===== src/rtl/core/ucr_pkg.sv =====
// Shared types and constants for the canonical reorder block.
// No dependencies.
package ucr_pkg;

    localparam int CP_W = 21;
    localparam int CC_W = 8;

    localparam logic [CC_W-1:0] CC_STARTER = '0;

    // one buffered run entry
    typedef struct packed {
        logic [CP_W-1:0] cp;
        logic [CC_W-1:0] cc;
    } t_entry;

endpackage


===== src/rtl/core/unicode_canonical_reorder.sv =====
// Canonical reorder top level: sequencer around the run buffer memory.
// Depends on ucr_pkg and ucr_run_mem.
//
//   channel  | valid       | ready       | payload
//   ---------+-------------+-------------+---------------------------------------------
//   in       | i_in_valid  | o_in_ready  | i_code_point i_comb_class i_text_end
//   out      | o_out_valid | i_out_ready | o_out_code_point o_batch_last
//            |             |             | o_out_text_end o_run_overflow
//
// One word at a time. After it is taken, a nonstarter holds the input while it is inserted,
// directly into an empty run, else by moving past larger classes, one compare/shift per cycle.
// Each flushed word is read, loaded and handshaken in turn; a starter is sent after its run.
// Synchronous active-low reset empties the run; buffer contents are not cleared.
// A stalled output holds the sequencer; input is taken only when idle.
module unicode_canonical_reorder
    import ucr_pkg::*;
#(
    parameter int RUN_DEPTH = 16
) (
    input  logic            i_clk,
    input  logic            i_rst_n,
    input  logic            i_in_valid,
    output logic            o_in_ready,
    input  logic [CP_W-1:0] i_code_point,
    input  logic [CC_W-1:0] i_comb_class,
    input  logic            i_text_end,
    output logic            o_out_valid,
    input  logic            i_out_ready,
    output logic [CP_W-1:0] o_out_code_point,
    output logic            o_batch_last,
    output logic            o_out_text_end,
    output logic            o_run_overflow
);

    localparam int AW = $clog2(RUN_DEPTH);
    localparam int CW = $clog2(RUN_DEPTH + 1);

    typedef enum logic [2:0] {
        S_IDLE, S_INS, S_CMP, S_PUT, S_FRD, S_FLD, S_FWAIT, S_START
    } t_state;

    t_state          r_state, n_state;
    logic [CW-1:0]   r_count, n_count;
    logic [AW-1:0]   r_p, n_p;
    logic [AW-1:0]   r_i, n_i;
    logic            r_last, n_last;
    logic            r_fl_tend, n_fl_tend;
    logic            r_fl_ovf, n_fl_ovf;
    logic            r_more, n_more;
    logic            r_inserted, n_inserted;
    logic [CP_W-1:0] r_cp, n_cp;
    logic [CC_W-1:0] r_cc, n_cc;
    logic            r_tend, n_tend;
    logic            r_out_valid, n_out_valid;
    logic [CP_W-1:0] r_out_cp, n_out_cp;
    logic            r_out_bl, n_out_bl;
    logic            r_out_tend, n_out_tend;
    logic            r_out_ovf, n_out_ovf;

    logic            mem_we, mem_re, ins_done, fl_last;
    logic [AW-1:0]   mem_waddr, mem_raddr;
    t_entry          mem_wdata, mem_rdata;
    logic [CW-1:0]   cnt_m1;

    ucr_run_mem #(
        .DEPTH (RUN_DEPTH),
        .AW    (AW)
    ) u_mem (
        .i_clk   (i_clk),
        .i_we    (mem_we),
        .i_waddr (mem_waddr),
        .i_wdata (mem_wdata),
        .i_re    (mem_re),
        .i_raddr (mem_raddr),
        .o_rdata (mem_rdata)
    );

    assign cnt_m1  = r_count - CW'(1);
    assign fl_last = (CW'(r_i) + CW'(1)) == r_count;

    always_comb begin
        n_state     = r_state;
        n_count     = r_count;
        n_p         = r_p;
        n_i         = r_i;
        n_last      = r_last;
        n_fl_tend   = r_fl_tend;
        n_fl_ovf    = r_fl_ovf;
        n_more      = r_more;
        n_inserted  = r_inserted;
        n_cp        = r_cp;
        n_cc        = r_cc;
        n_tend      = r_tend;
        n_out_valid = r_out_valid;
        n_out_cp    = r_out_cp;
        n_out_bl    = r_out_bl;
        n_out_tend  = r_out_tend;
        n_out_ovf   = r_out_ovf;
        mem_we      = 1'b0;
        mem_waddr   = '0;
        mem_wdata   = '{cp: r_cp, cc: r_cc};
        mem_re      = 1'b0;
        mem_raddr   = '0;
        ins_done    = 1'b0;

        case (r_state)
            S_IDLE: begin
                if (i_in_valid) begin
                    n_cp       = i_code_point;
                    n_cc       = i_comb_class;
                    n_tend     = i_text_end;
                    n_inserted = 1'b0;
                    n_i        = '0;
                    if (i_comb_class == CC_STARTER) begin
                        if (r_count != '0) begin
                            n_fl_tend = 1'b0;
                            n_fl_ovf  = 1'b0;
                            n_more    = 1'b1;
                            n_state   = S_FRD;
                        end else begin
                            n_state = S_START;
                        end
                    end else if (r_count == CW'(RUN_DEPTH)) begin
                        // full run goes out flagged before the new word starts a run
                        n_fl_tend = 1'b0;
                        n_fl_ovf  = 1'b1;
                        n_more    = i_text_end;
                        n_state   = S_FRD;
                    end else begin
                        n_state = S_INS;
                    end
                end
            end
            S_INS: begin
                if (r_count == '0) begin
                    mem_we   = 1'b1;
                    ins_done = 1'b1;
                end else begin
                    mem_re    = 1'b1;
                    mem_raddr = cnt_m1[AW-1:0];
                    n_p       = r_count[AW-1:0];
                    n_state   = S_CMP;
                end
            end
            S_CMP: begin
                // strict compare keeps equal classes in arrival order
                if (mem_rdata.cc > r_cc) begin
                    mem_we    = 1'b1;
                    mem_waddr = r_p;
                    mem_wdata = mem_rdata;
                    n_p       = r_p - AW'(1);
                    if (r_p == AW'(1)) begin
                        n_state = S_PUT;
                    end else begin
                        mem_re    = 1'b1;
                        mem_raddr = r_p - AW'(2);
                    end
                end else begin
                    mem_we    = 1'b1;
                    mem_waddr = r_p;
                    ins_done  = 1'b1;
                end
            end
            S_PUT: begin
                mem_we   = 1'b1;
                ins_done = 1'b1;
            end
            S_FRD: begin
                mem_re    = 1'b1;
                mem_raddr = r_i;
                n_state   = S_FLD;
            end
            S_FLD: begin
                n_out_valid = 1'b1;
                n_out_cp    = mem_rdata.cp;
                n_out_tend  = r_fl_tend && fl_last;
                n_out_ovf   = r_fl_ovf;
                n_out_bl    = fl_last && !r_more;
                n_last      = fl_last;
                n_state     = S_FWAIT;
            end
            S_FWAIT: begin
                if (i_out_ready) begin
                    n_out_valid = 1'b0;
                    if (r_last) begin
                        n_count = '0;
                        if (r_cc == CC_STARTER) begin
                            n_state = S_START;
                        end else if (!r_inserted) begin
                            n_state = S_INS;
                        end else begin
                            n_state = S_IDLE;
                        end
                    end else begin
                        n_i     = r_i + AW'(1);
                        n_state = S_FRD;
                    end
                end
            end
            S_START: begin
                // starter word: load once, then wait for the handshake
                if (!r_out_valid) begin
                    n_out_valid = 1'b1;
                    n_out_cp    = r_cp;
                    n_out_tend  = r_tend;
                    n_out_bl    = 1'b1;
                    n_out_ovf   = 1'b0;
                end else if (i_out_ready) begin
                    n_out_valid = 1'b0;
                    n_state     = S_IDLE;
                end
            end
            default: begin
                n_state = S_IDLE;
            end
        endcase

        if (ins_done) begin
            n_count    = r_count + CW'(1);
            n_inserted = 1'b1;
            if (r_tend) begin
                n_fl_tend = 1'b1;
                n_fl_ovf  = 1'b0;
                n_more    = 1'b0;
                n_i       = '0;
                n_state   = S_FRD;
            end else begin
                n_state = S_IDLE;
            end
        end
    end

    always_ff @(posedge i_clk) begin
        if (!i_rst_n) begin
            r_state     <= S_IDLE;
            r_count     <= '0;
            r_out_valid <= 1'b0;
        end else begin
            r_state     <= n_state;
            r_count     <= n_count;
            r_out_valid <= n_out_valid;
        end
        r_p        <= n_p;
        r_i        <= n_i;
        r_last     <= n_last;
        r_fl_tend  <= n_fl_tend;
        r_fl_ovf   <= n_fl_ovf;
        r_more     <= n_more;
        r_inserted <= n_inserted;
        r_cp       <= n_cp;
        r_cc       <= n_cc;
        r_tend     <= n_tend;
        r_out_cp   <= n_out_cp;
        r_out_bl   <= n_out_bl;
        r_out_tend <= n_out_tend;
        r_out_ovf  <= n_out_ovf;
    end

    assign o_in_ready       = (r_state == S_IDLE);
    assign o_out_valid      = r_out_valid;
    assign o_out_code_point = r_out_cp;
    assign o_batch_last     = r_out_bl;
    assign o_out_text_end   = r_out_tend;
    assign o_run_overflow   = r_out_ovf;

endmodule


===== src/rtl/core/ucr_run_mem.sv =====
// Run buffer memory: one write port, one read port with registered data.
// Depends on ucr_pkg.
module ucr_run_mem
    import ucr_pkg::*;
#(
    parameter int DEPTH = 16,
    parameter int AW    = 4
) (
    input  logic          i_clk,
    input  logic          i_we,
    input  logic [AW-1:0] i_waddr,
    input  t_entry        i_wdata,
    input  logic          i_re,
    input  logic [AW-1:0] i_raddr,
    output t_entry        o_rdata
);

    t_entry r_mem [DEPTH];
    t_entry r_rdata;

    always_ff @(posedge i_clk) begin
        if (i_we) begin
            r_mem[i_waddr] <= i_wdata;
        end
        if (i_re) begin
            r_rdata <= r_mem[i_raddr];
        end
    end

    assign o_rdata = r_rdata;

endmodule


===== config.mk =====
export PLATFORM = sky130hd
export DESIGN_NAME = unicode_canonical_reorder
export DESIGN_NICKNAME = d
export VERILOG_FILES = /design/src/rtl/core/ucr_pkg.sv /design/src/rtl/core/unicode_canonical_reorder.sv /design/src/rtl/core/ucr_run_mem.sv
export SDC_FILE = /design/constraint.sdc
export NUM_CORES = 1
export LEC_CHECK = 0
export BUFFER_PORTS_ARGS = -buffer_cell sky130_fd_sc_hd__buf_2
export CAP_MARGIN = 0
export CORE_MARGIN = 2
export CORE_UTILIZATION = 56
export CTS_CLUSTER_SIZE = 40
export DETAILED_ROUTE_END_ITERATION = 8
export GPL_ROUTABILITY_DRIVEN = 0
export HOLD_SLACK_MARGIN = 0.06
export PLACE_DENSITY_LB_ADDON = 0.1
export SLEW_MARGIN = 20
export SYNTH_ARGS = -nofsm -noshare
export SYNTH_HDL_FRONTEND = slang
export SYNTH_HIERARCHICAL = 1
export SYNTH_SLANG_ARGS = --single-unit

===== constraint.sdc =====
create_clock -name i_clk -period 4.35 [get_ports i_clk]
set_input_delay 0.435 -clock i_clk [delete_from_list [all_inputs] [get_ports i_clk]]
set_output_delay 0.435 -clock i_clk [all_outputs]
set_load 0.05 [all_outputs]

Word level (Yosys, flattened, before mapping)

Memory sizes are Yosys's and may differ from the RTL's. A register that Yosys moved wholly into a read port is not among the register bits.
Cells that the tools add are included.

$add $sub $neg: 6
Magnitude comparators: 1
Equality and inequality tests: 21
Mux-type cells: 79
Reduce and logical (&&, ||, !) cells: 22

Operators with widths:

| cell                | number |
|---|---|
| $mux 29             | 2 |
| $mux 4              | 11 |
| $pmux 21 s2         | 1 |
| $mux 3              | 13 |
| $mux 1              | 35 |
| $mux 21             | 1 |
| $pmux 3 s7          | 1 |
| $mux 5              | 4 |
| $ne 3x3->1 const B  | 6 |
| $logic_not 8->1     | 2 |
| $pmux 4 s2          | 2 |
| $eq 3x3->1 const B  | 4 |
| $pmux 4 s3          | 1 |
| $reduce_bool 2->1   | 5 |
| $pmux 1 s3          | 3 |
| $gt 8x8->1          | 1 |
| $ne 2x2->1 const B  | 4 |
| $pmux 1 s2          | 4 |
| $reduce_and 8->1    | 1 |
| $reduce_bool 8->1   | 1 |
| $sub 4x1->4 const B | 2 |
| $eq 3x2->1 const B  | 2 |
| $reduce_and 2->1    | 3 |
| $reduce_and 3->1    | 2 |
| 17 further kinds    | 18 |

Register bits: 76
Bits in writable memories: 464
Input bits: 34
Memories kept: 1

Memories:

| memory      | depth | bits a word | rd ports | clocked after Yosys merged registers in | wr ports | RTL line          | source |
|---|---|---|---|---|---|---|---|
| u_mem.r_mem | 16    | 29          | 1        | 1                                       | 1        | ucr_run_mem.sv:18 | `t_entry r_mem [DEPTH];` |

Depth between registers and ports, before layout

Word-level depth: 7
Gate-level depth with buffers: 13

Cells and area by module

Netlist, hierarchy kept.

By module, submodules not included:

| module                    | times used | cells each | area an instance (µm²) | sequential area each (µm²) |
|---|---|---|---|---|
| ucr_run_mem               | 1          | 761        | 18322.6                | 14804.2 |
| unicode_canonical_reorder | 1          | 363        | 4181.5                 | 2112.0 |

Least setup slack after synthesis

OpenSTA, ideal clock, no wires.

Path type: register to register
From: register r_count[0]
To: memory u_mem/r_mem[0][0] in the netlist's numbering (enable)
Setup time: 451 ps
Arrival: 3787 ps
Required time: 3899 ps
Slack: 111 ps
Stages on the path, launching flop included: 9
Buffers on the path: 1
Cells stage by stage: dfxtp_1 clkbuf_1 inv_1 ha_1 nor4b_4 a21oi_1 nor2_1 or3b_2 nor3_1

Longest elaborated chain between the ends: 5

Ends and longest elaborated chain:

| element                      | RTL line                         | source |
|---|---|---|
| start: declaration           | unicode_canonical_reorder.sv:43  | `logic [CW-1:0] r_count, n_count;` |
| start signal: assignment     | unicode_canonical_reorder.sv:240 | `r_count <= n_count;` |
| $logic_not 5->1              | unicode_canonical_reorder.sv:135 | `if (r_count == '0) begin` |
| $mux 1                       | unicode_canonical_reorder.sv:135 |  |
| $pmux 1 s2                   | unicode_canonical_reorder.sv:106 | `case (r_state)` |
| via mem_we                   | unicode_canonical_reorder.sv:60  | `logic mem_we, mem_re, ins_done, fl_last;` |
| $mux 1                       | ucr_run_mem.sv:22                | `if (i_we) begin` |
| $mux 1 (not written as such) | ucr_run_mem.sv:23                | `r_mem[i_waddr] <= i_wdata;` |
| end: declaration             | ucr_run_mem.sv:18                |  |

The timed path passes the listed nets, and every way through them passes these cells.

Final worst setup path

From: register r_cc[7]
To: register u_mem/o_rdata[6] (netlist name)

Longest elaborated chain between the ends: 3
Elaborated cells between the ends (all ways): 5
Those cells by class: order compare (1); mux (4)

Ends and longest elaborated chain:

| element                  | RTL line                         | source |
|---|---|---|
| start: declaration       | unicode_canonical_reorder.sv:52  | `logic [CC_W-1:0] r_cc, n_cc;` |
| start signal: assignment | unicode_canonical_reorder.sv:251 | `r_cc <= n_cc;` |
| $gt 8x8->1               | unicode_canonical_reorder.sv:147 | `if (mem_rdata.cc > r_cc) begin` |
| $mux 4                   | unicode_canonical_reorder.sv:147 |  |
| $pmux 4 s3               | unicode_canonical_reorder.sv:106 |  |
| via mem_raddr[0]         | unicode_canonical_reorder.sv:61  | `logic [AW-1:0] mem_waddr, mem_raddr;` |

The timed path passes the listed nets, and every way through them passes these cells.
A chain may end at the register's enable or synchronous reset.

==> flow_summary.ini <==
[layout]
final_common_cell = edfxtp_1
layout_common_cells = edfxtp_1, mux4_2, a22oi_1
num-nets-final = 1317
drive_above_1_share_pct = 27.1
diodes = 0
fin_cells = 1837
synthToLayoutAreaGrowth_pct = 14.9

[clock_tree]
root_buffer = clkbuf_16
post_cts_buffers = 0
clock_sinks = 569
clkLatencyLatePin_ns = 0.61
ctsHoldBuffers = 30
cts_buffer_depth = 3
cts_max_level = 2
clk_pin_slew_ns = 0.06
cts_buffers = 55
cts_resized = 0
cts_tree = done

[floorplan]
ios = 60
die_w_um = 204
coreArea_mm2 = 0.0397
std_cell_rows = 73
die_h_um = 204
start_util_pct = 56.6
die_area_mm2 = 0.0418

[synth]
synth_top_cell_by_area = edfxtp_1
synth.avg_cell_area_um2 = 20.0
ys_ff_latch = 569
ys_types = 60
syn_nets = 1174
synth_area_mm2 = 0.0225
synthArstFlopShare_pct = 0
ys_seq_area_share_pct = 75.2
syn_inst = 1124
yosys.area.top_type_share_pct = 73.7
synth_warnings = 6
synthTopCellsByArea = edfxtp_1, mux4_2, a22oi_1
synth-main-ff-cell = edfxtp_1
synth_edf_count = 552

[power_and_ir_drop]
powerDensity_mw_per_mm2 = 596
combPwrFrac_pct = 22.2
p_leak_nw = 8.35
p_switching_w = 0.00427
finalPower_w = 0.0154
p_clk_share_pct = 30.2
p_int_w = 0.0111
ir_drop_mv = 0.362
sw_frac_of_total_pct = 27.7
p_seq_share_pct = 47.6

[run]
cap_violations = 0

[drt]
drc = 0
drtPass1Iterations = 5
detail_route.wl_per_cell_um = 26.7
vias = 11400
drtIter0Drc = 1268
wirelength_um = 49100
ant_nets = 0
vias_per_cell = 6.20

[sta]
timing.fmax_mhz = 261
rsz0062_at_grt = no
setup_viol = 0
max_slew_margin_pct = 44.1
period_needed_ns = 3.83
setup_tns_ns = 0
tightest_slew_ns = 0.835
hold_viol = 0
final-max-slew-violation-count = 0
skew_ns = 0.0292
whs_ns = 0.166
fin_crit_sh_pct = 88.1

[worst_setup_path]
slowest_stage = mux4_1
cp.arrival_ns = 4.15
path_cells = inv_1 -> ha_1 -> and4_4 -> and4_1 -> a31oi_2 -> nand2_1 -> o221ai_4 -> buf_12 -> buf_4 -> mux4_1 -> a22oi_1 -> nand2_1
r2r_cells = 12
critPathKind = reg -> reg
cp_common_cell = nand2_1
cp_data_required_time_ns = 4.67
startpoint_type = flop
cp-end-kind = flop
critical_path.max_stage_delay_ns = 0.61
critPathMaxFanout = 29

[run_status]
status = completed

[place]
hpwlAfterDp_um = 27700
numPortBuffers = 59
place_inst = 1705

[global_route]
antenna_found_initial = 0
grt_pass1_vias = 11200
overflow = 0
grt_pass1_wl_um = 72400
grt_use_total_pct = 24.2
grt_max_degree = 44

[min_path]
hold_depth = 3
hp-class = in -> reg
sequential cells by signal, summed over array words and instances (netlist names), 3 cells and up:
register          flops
r_cc                  8
r_i                   4
r_p                   4
r_state               3
r_count               5
u_mem/r_mem         464
o_out_code_point     21
r_cp                 21
u_mem/o_rdata        29
cell families (layout without fill, tap and decap cells):
family	Yosys count	count (layout)	share of synthesized area, %
adder cells (fa/ha/maj)	16	16	0.890
buffers and inverters	74	262	1.62
AO/OA/AOI/OAI	124	124	3.90
multiplexers	166	166	14.4
flip-flops	569	569	75.2
XOR/XNOR	9	9	0.350
AND/OR/NAND/NOR	166	166	3.69
layout make-up:
class	instances	area, µm²
clock buffers	68	1450
clock inverters	34	313
fillers	2651	13900
inverters	20	75.1
multi-input cells	481	5410
flip-flops and latches	569	16900
well taps	525	657
repair buffers	140	1040
critical path: cells and delay by family (launching register included):
family          cells  cell delay [ns]
mux                 1             0.61
fa+ha+maj           1             0.33
simple gates        4             0.84
flops               1             0.37
buf+inv             3             0.69
compound gates      3             0.70
cells in the mapped netlist, drive strengths merged, types with 3 or more instances:
cell type / count
a21oi: 22
a22oi: 61
and2: 7
and4: 3
buf: 29
clkbuf: 25
dfxtp: 17
edfxtp: 552
ha: 16
inv: 20
mux2: 50
mux4: 116
nand2: 57
nand2b: 5
nand3: 9
nand3b: 3
nand4: 4
nor2: 35
nor2b: 11
nor3: 16
nor3b: 3
o21ai: 12
o221ai: 5
o22ai: 4
or3: 4
xnor2: 7
per-layer routing:
layer | up-vias | wire length (µm) | global-route usage [%]
met4 | 0 | 884 | 6.50
met3 | 66 | 3190 | 3.68
met1 | 6010 | 21000 | 35.3
li1 | 4927 | - | -
met2 | 378 | 24000 | 38.8
met5 | - | 0 | 0
path summary, 6_finish.rpt:
path,startpoint,endpoint,slack [ns]
worst min-delay path,i_rst_n,r_count[2],0.17
worst max register to register,r_cc[7],u_mem/o_rdata[6],0.52
worst max-delay path,r_cc[7],u_mem/o_rdata[6],0.52
worst min register to register,r_inserted,r_inserted,0.46
power groups by stage:
stage                     Combinational, W  Clock [W]  Sequential, W
after CTS                          0.00347    0.00476        0.00734
final                              0.00342    0.00466        0.00734
after floorplan                    0.00233          0        0.00741
after global placement             0.00336          0        0.00743
after detailed placement           0.00344          0        0.00745
after global routing               0.00373    0.00495        0.00739
through the flow:
stage | util [%] | worst slack, ns | area [µm²]
2_1_floorplan | - | 0.111 | 22500
3_3_place_gp | 59.9 | 0.616 | 23800
3_5_place_dp | 59.9 | 0.546 | 23800
4_1_cts | 65.1 | 0.523 | 25900
5_1_grt | 65.1 | 0.380 | 25900
6_report | 65.1 | 0.518 | 25900
Power figures use the tool's default switching activity.
